### src/rtl/core/glb_pkg.sv
// ----------------------------------------------------------------------------
// glb_pkg
// shared types, widths and cell commands of the greedy load assigner
// ----------------------------------------------------------------------------
package glb_pkg;

    localparam int MAX_TASKS   = 32;
    localparam int MAX_BUNCHES = 4096;

    localparam int COST_W  = 48;   // cost totals and mean
    localparam int BCOST_W = 40;   // cost of one bunch
    localparam int PART_W  = 31;   // particle counts
    localparam int POS_W   = 12;   // key positions
    localparam int TASK_W  = 5;    // task number
    localparam int CNT_W   = 6;    // task count register
    localparam int SCAN_W  = $clog2(MAX_TASKS);

    localparam logic [POS_W-1:0] KEY_MAX = POS_W'(MAX_BUNCHES - 1);

    // cell commands
    localparam logic [1:0] OP_HOLD  = 2'd0;
    localparam logic [1:0] OP_ADD   = 2'd1;
    localparam logic [1:0] OP_SHIFT = 2'd2;
    localparam logic [1:0] OP_CLEAR = 2'd3;

    typedef struct packed {
        logic [1:0]        op;
        logic [TASK_W-1:0] task_sel;
    } t_cell_ctl;

    // running best deficit passed along the chain
    typedef struct packed {
        logic [COST_W-1:0] delta;
        logic [TASK_W-1:0] task_sel;
    } t_tok;

    // per-task state held by one cell
    typedef struct packed {
        logic [COST_W-1:0]  cost_sum;
        logic [PART_W-1:0]  part_sum;
        logic [BCOST_W-1:0] best_cost;
        logic [POS_W-1:0]   best_pos;
        logic               seen;
    } t_task_st;

endpackage

### src/rtl/core/glb_cell.sv
// ----------------------------------------------------------------------------
// glb_cell
// one task slot: holds the task totals, compares its deficit against the
// token from its neighbor and passes the better one on
// ----------------------------------------------------------------------------
module glb_cell
    import glb_pkg::*;
(
    input  logic               i_clk,
    input  logic               i_rst_n,
    input  logic [TASK_W-1:0]  i_idx,
    input  logic               i_active,
    input  logic [COST_W-1:0]  i_mean,
    input  t_cell_ctl          i_ctl,
    input  logic [BCOST_W-1:0] i_cost,
    input  logic [PART_W-1:0]  i_parts,
    input  logic [POS_W-1:0]   i_pos,
    input  t_tok               i_tok,
    output t_tok               o_tok,
    input  t_task_st           i_nbr,
    output t_task_st           o_st
);

    t_task_st             r_st;
    t_task_st             n_st;
    t_tok                 r_tok;
    t_tok                 n_tok;
    logic [COST_W-1:0]    deficit;
    logic [COST_W:0]      cost_add;
    logic [PART_W:0]      part_add;
    logic                 better;

    // deficit below the mean, zero when at or above it
    always_comb begin
        deficit = (i_mean > r_st.cost_sum) ? (i_mean - r_st.cost_sum) : '0;
        n_tok   = i_tok;
        if (i_active && (deficit > i_tok.delta)) begin
            n_tok.delta    = deficit;
            n_tok.task_sel = i_idx;
        end
    end

    always_ff @(posedge i_clk) begin
        r_tok <= n_tok;
    end

    always_comb begin
        cost_add = {1'b0, r_st.cost_sum} + {(COST_W - BCOST_W + 1)'(0), i_cost};
        part_add = {1'b0, r_st.part_sum} + {1'b0, i_parts};
        better   = !r_st.seen || (i_cost > r_st.best_cost)
                   || ((i_cost == r_st.best_cost) && (i_pos < r_st.best_pos));
        n_st     = r_st;
        unique case (i_ctl.op)
            OP_HOLD: begin
                n_st = r_st;
            end
            OP_ADD: begin
                if (i_ctl.task_sel == i_idx) begin
                    n_st.cost_sum = cost_add[COST_W] ? '1 : cost_add[COST_W-1:0];
                    n_st.part_sum = part_add[PART_W] ? '1 : part_add[PART_W-1:0];
                    if (better) begin
                        n_st.seen      = 1'b1;
                        n_st.best_cost = i_cost;
                        n_st.best_pos  = i_pos;
                    end
                end
            end
            OP_SHIFT: begin
                n_st = i_nbr;
            end
            OP_CLEAR: begin
                n_st = '0;
            end
            default: begin
                n_st = r_st;
            end
        endcase
    end

    always_ff @(posedge i_clk) begin
        if (!i_rst_n) begin
            r_st <= '0;
        end else begin
            r_st <= n_st;
        end
    end

    assign o_tok = r_tok;
    assign o_st  = r_st;

endmodule

### config.mk
export PLATFORM = sky130hd
export DESIGN_NAME = glb_cell
export DESIGN_NICKNAME = d
export VERILOG_FILES = /design/src/rtl/core/glb_pkg.sv /design/src/rtl/core/glb_cell.sv
export SDC_FILE = /design/constraint.sdc
export NUM_CORES = 1
export LEC_CHECK = 0
export BUFFER_PORTS_ARGS = -buffer_cell sky130_fd_sc_hd__buf_2
export CAP_MARGIN = 20
export CELL_PAD_IN_SITES_DETAIL_PLACEMENT = 0
export CELL_PAD_IN_SITES_GLOBAL_PLACEMENT = 1
export CORE_MARGIN = 1
export CORE_UTILIZATION = 38
export CTS_CLUSTER_DIAMETER = 100
export DETAILED_ROUTE_END_ITERATION = 6
export PLACE_DENSITY_LB_ADDON = 0.1
export SLEW_MARGIN = 20
export SYNTH_ARGS = -nofsm -noshare
export SYNTH_HDL_FRONTEND = slang
export SYNTH_SLANG_ARGS = --single-unit
export TNS_END_PERCENT = 1
### constraint.sdc
create_clock -name i_clk -period 6.8 [get_ports i_clk]
set_clock_uncertainty 0.15 [all_clocks]
set_input_delay 0.34 -clock i_clk [delete_from_list [all_inputs] [get_ports i_clk]]
set_output_delay 0.34 -clock i_clk [all_outputs]
set_load 0.02 [all_outputs]
==> impl_results.md <==
* Status: finished clean
* Clk network pwr share at 25.5%
* Total gr overflow at 0
* Die area at 46500 sq um
* Seq cells post-synth at 185
* Synth Instances at 2291
* Fin cells at 3460
* Post-synth top cells: a21oi_1 (306), ha_1 (218), inv_1 (206), dfxtp_1 (185), nand2_1 (183)
* I/O pin total at about 520
* Largest net degree at the start of global routing at 80
* WS Path Type: register to register
* Fillers at 4507
* Die height at approximately 220 microns
* Cell Area, Synth at ~17000 sq um
* Via-to-Cell Ratio at 5.48
* CP Launch Type: register
* Top-count cell post-synth: a21oi_1
* Gate power share at 44.7%
* GPL Wtd Cong at 0.931
* Cells taking the most area after synthesis: dfxtp_1 (21%), ha_1 (16%), a21oi_1 (8.8%)
* Leakage power at 0.0111 uW
* Critical Path RT at 7.03 ns
* Total clock sinks at between 150 and 200
* First-pass GRT wire length at about 110 mm
* Chip width at 216 microns
* RSZ-0062 raised after global routing: false
* Fin. Hold Viols at 0
* Final HPWL DP at roughly 55 mm
* P_int at 2560 uW
* Clk slew on worst S/H paths at 0.07 ns
* CP arrival at 6.72 ns
* Drt total wl at 69.7 mm
* ANT nets after route at 0
* Relative slew slack at 34.0%
* Seq/Total Area, Yosys at 21.3%
* Clock root buffer: clkbuf_16
* Switching power at around 1700 uW
* Drt first pass iters at 5
* Synth async-reset ratio at 0%
* Number of H-tree levels at 4
* CP max FO at 56
* Sw frac at between 30% and 40%
* Mean area per synthesized cell at 7.57 sq um
* CTS tree: done
* Number of global-route vias before repair at ~19k
* Setup Viol. Count Final at 0
* Starting DRT DRC Count at ~1.3k
* Cell row count at 77
* Final net count at 3404
* EDFF count, synth at 0
* Clk Latency, worst-skew pair at 0.50 ns
* Fin Setup TNS at 0 ns
* Warnings from Yosys at 0
* Main synth FF type: dfxtp_1
* Hold Crit Class: primary input to register
* Routed WL per cell at 20.2 microns
* Layout cell share with drive strength beyond 1 at between 20% and 30%
* Power density over the cells at 191 nW/um^2
* Mapped Nets at about 2.8k
* Total GRT Usage at approximately 29%
* Layout area overhead at 28.3%
* Top cell type's share of synthesized area at 21.3%
* Peak Freq at 154 MHz
* Vias at 19.0k
* Netlist cell types at 86
* Starting Density at 38.9%
* Crit path time final at 6.49 ns
* Seq pwr share at 29.8%
* Max cap viols at 0
* Port Buf Inserts at about 520
* Inst Count DP at 3299
* Yosys top cell by area: dfxtp_1
* Max-slew violations at 0
* Total CTS buffers at 17
* Clk buf depth at 2
* Fin crit share at between 90% and 100%
* Core ar. at about 45000 sq um
* Drc violations at 0
* Peak VDD IR at roughly 0.16 mV
* Tightest Pin Transition at 0.981 ns
* Initial antenna violation count at 12
* Crit path capture type: register
-- registers in the layout, indices dropped and copies added (netlist names) --
register	flops
o_st	132
o_tok	53
-- metal layers --
layer / vias up / GRT usage, % / part of all wire (%)
met2: 609 / 46.5 / 44
li1: 9352 / - / -
met1: 8880 / 39.0 / 46
met4: 16 / 10.5 / 3.1
met3: 110 / 6.50 / 6.2
met5: - / 0.313 / 0.14
-- placed cells by master (no fill, tap or decap), types with 9 or more instances in the layout --
| master | count |
|---|---|
| dlygate4sd3_1 | 125 |
| o211a_1 | 52 |
| nand4_1 | 36 |
| buf_2 | 513 |
| a211oi_1 | 10 |
| nor2b_1 | 64 |
| a31oi_1 | 21 |
| ha_1 | 218 |
| nand3_1 | 44 |
| a21oi_1 | 306 |
| o211ai_1 | 32 |
| o21bai_1 | 23 |
| xor2_1 | 45 |
| a21o_1 | 77 |
| buf_4 | 18 |
| nand2b_1 | 17 |
| dfxtp_1 | 185 |
| o21ai_1 | 16 |
| and2_1 | 13 |
| xnor2_1 | 64 |
| and3_1 | 19 |
| clkbuf_16 | 17 |
| a21boi_0 | 11 |
| a221oi_1 | 9 |
| nand2_1 | 183 |
| o21ai_0 | 151 |
| mux2_2 | 40 |
| nor3_1 | 19 |
| nor2_1 | 141 |
| inv_1 | 206 |
| o21a_1 | 19 |
-- repair_timing --
item	4_1_cts	5_1_grt
buffers inserted	0	0
endpoints found under the setup margin	0	1
resized for setup	0	1
hold endpoints to repair	120	0
hold buffers	125	0
-- power groups by stage --
stage          registers, uW  clock network, uW  logic (uW)
6_report                1270               1090        1910
5_1_grt                 1280               1150        2100
4_1_cts                 1270               1120        1900
3_5_place_dp            1290                  0        1820
3_3_place_gp            1290                  0        1820
2_1_floorplan           1400                  0        1120
-- area by class of cell --
cell class                 count  area [sq um]  area share [%]
clock buffer                  21           450            2.02
timing repair buffer         658          4000            18.0
multi-input combinational   1784         12400            55.9
tap                          592           741            3.33
sequential                   185          3700            16.6
inverter                     206           773            3.47
antenna                        3          7.51          0.0337
clock inverter                11           145           0.652
-- final timing paths --
check / startpoint / endpoint / slack [ns] / cells after the start
worst min register to register: o_st[13]$_SDFFE_PN0P_ / o_st[13]$_SDFFE_PN0P_ / 0.35 / 2
worst min-delay path: i_nbr[6] / o_st[6]$_SDFFE_PN0P_ / 0.03 / 4
worst max-delay path: o_st[85]$_SDFFE_PN0P_ / o_tok[2]$_DFF_P_ / 0.31 / 22
worst max register to register: o_st[85]$_SDFFE_PN0P_ / o_tok[2]$_DFF_P_ / 0.31 / 22
-- critical path, cell delays in order (launching register included) --
cell	delay, ns
dfxtp_1	0.39
inv_1	0.18
fa_1	0.47
a21o_1	0.17
a21oi_1	0.26
a2bb2oi_1	0.40
o21a_2	0.23
o211ai_4	0.14
a21oi_2	0.26
o211ai_2	0.14
o21ai_4	0.26
buf_16	0.23
nor2_1	0.09
ha_1	0.29
a21o_1	0.18
a211o_1	0.28
a21oi_1	0.15
o221ai_1	0.22
a311oi_1	0.28
a31o_2	0.27
buf_12	0.30
mux2_2	0.39
dlygate4sd3_1	0.58
-- cell families after synthesis --
group           share of synthesized area, %
compound gates                          31.1
xor+xnor                                5.50
fa+ha+maj                               16.1
buf+inv                                 7.28
flops                                   21.3
mux                                     2.60
simple gates                            16.1
-- stage by stage --
stage                     hold slack (ns)  instance area, sq um  utilization, %  power (uW)  setup slack (ns)
after floorplan                     0.298                 17300               -        2530              1.44
after global placement              0.316                 20400            45.7        3110             0.792
after detailed placement            0.335                 20400            45.7        3120             0.636
after CTS                         0.00121                 22200            49.8        4280             0.247
after global routing               0.0240                 22300            49.9        4540           0.00741
final                              0.0344                 22300            49.9        4260             0.308
Power figures use the tool's default switching activity.
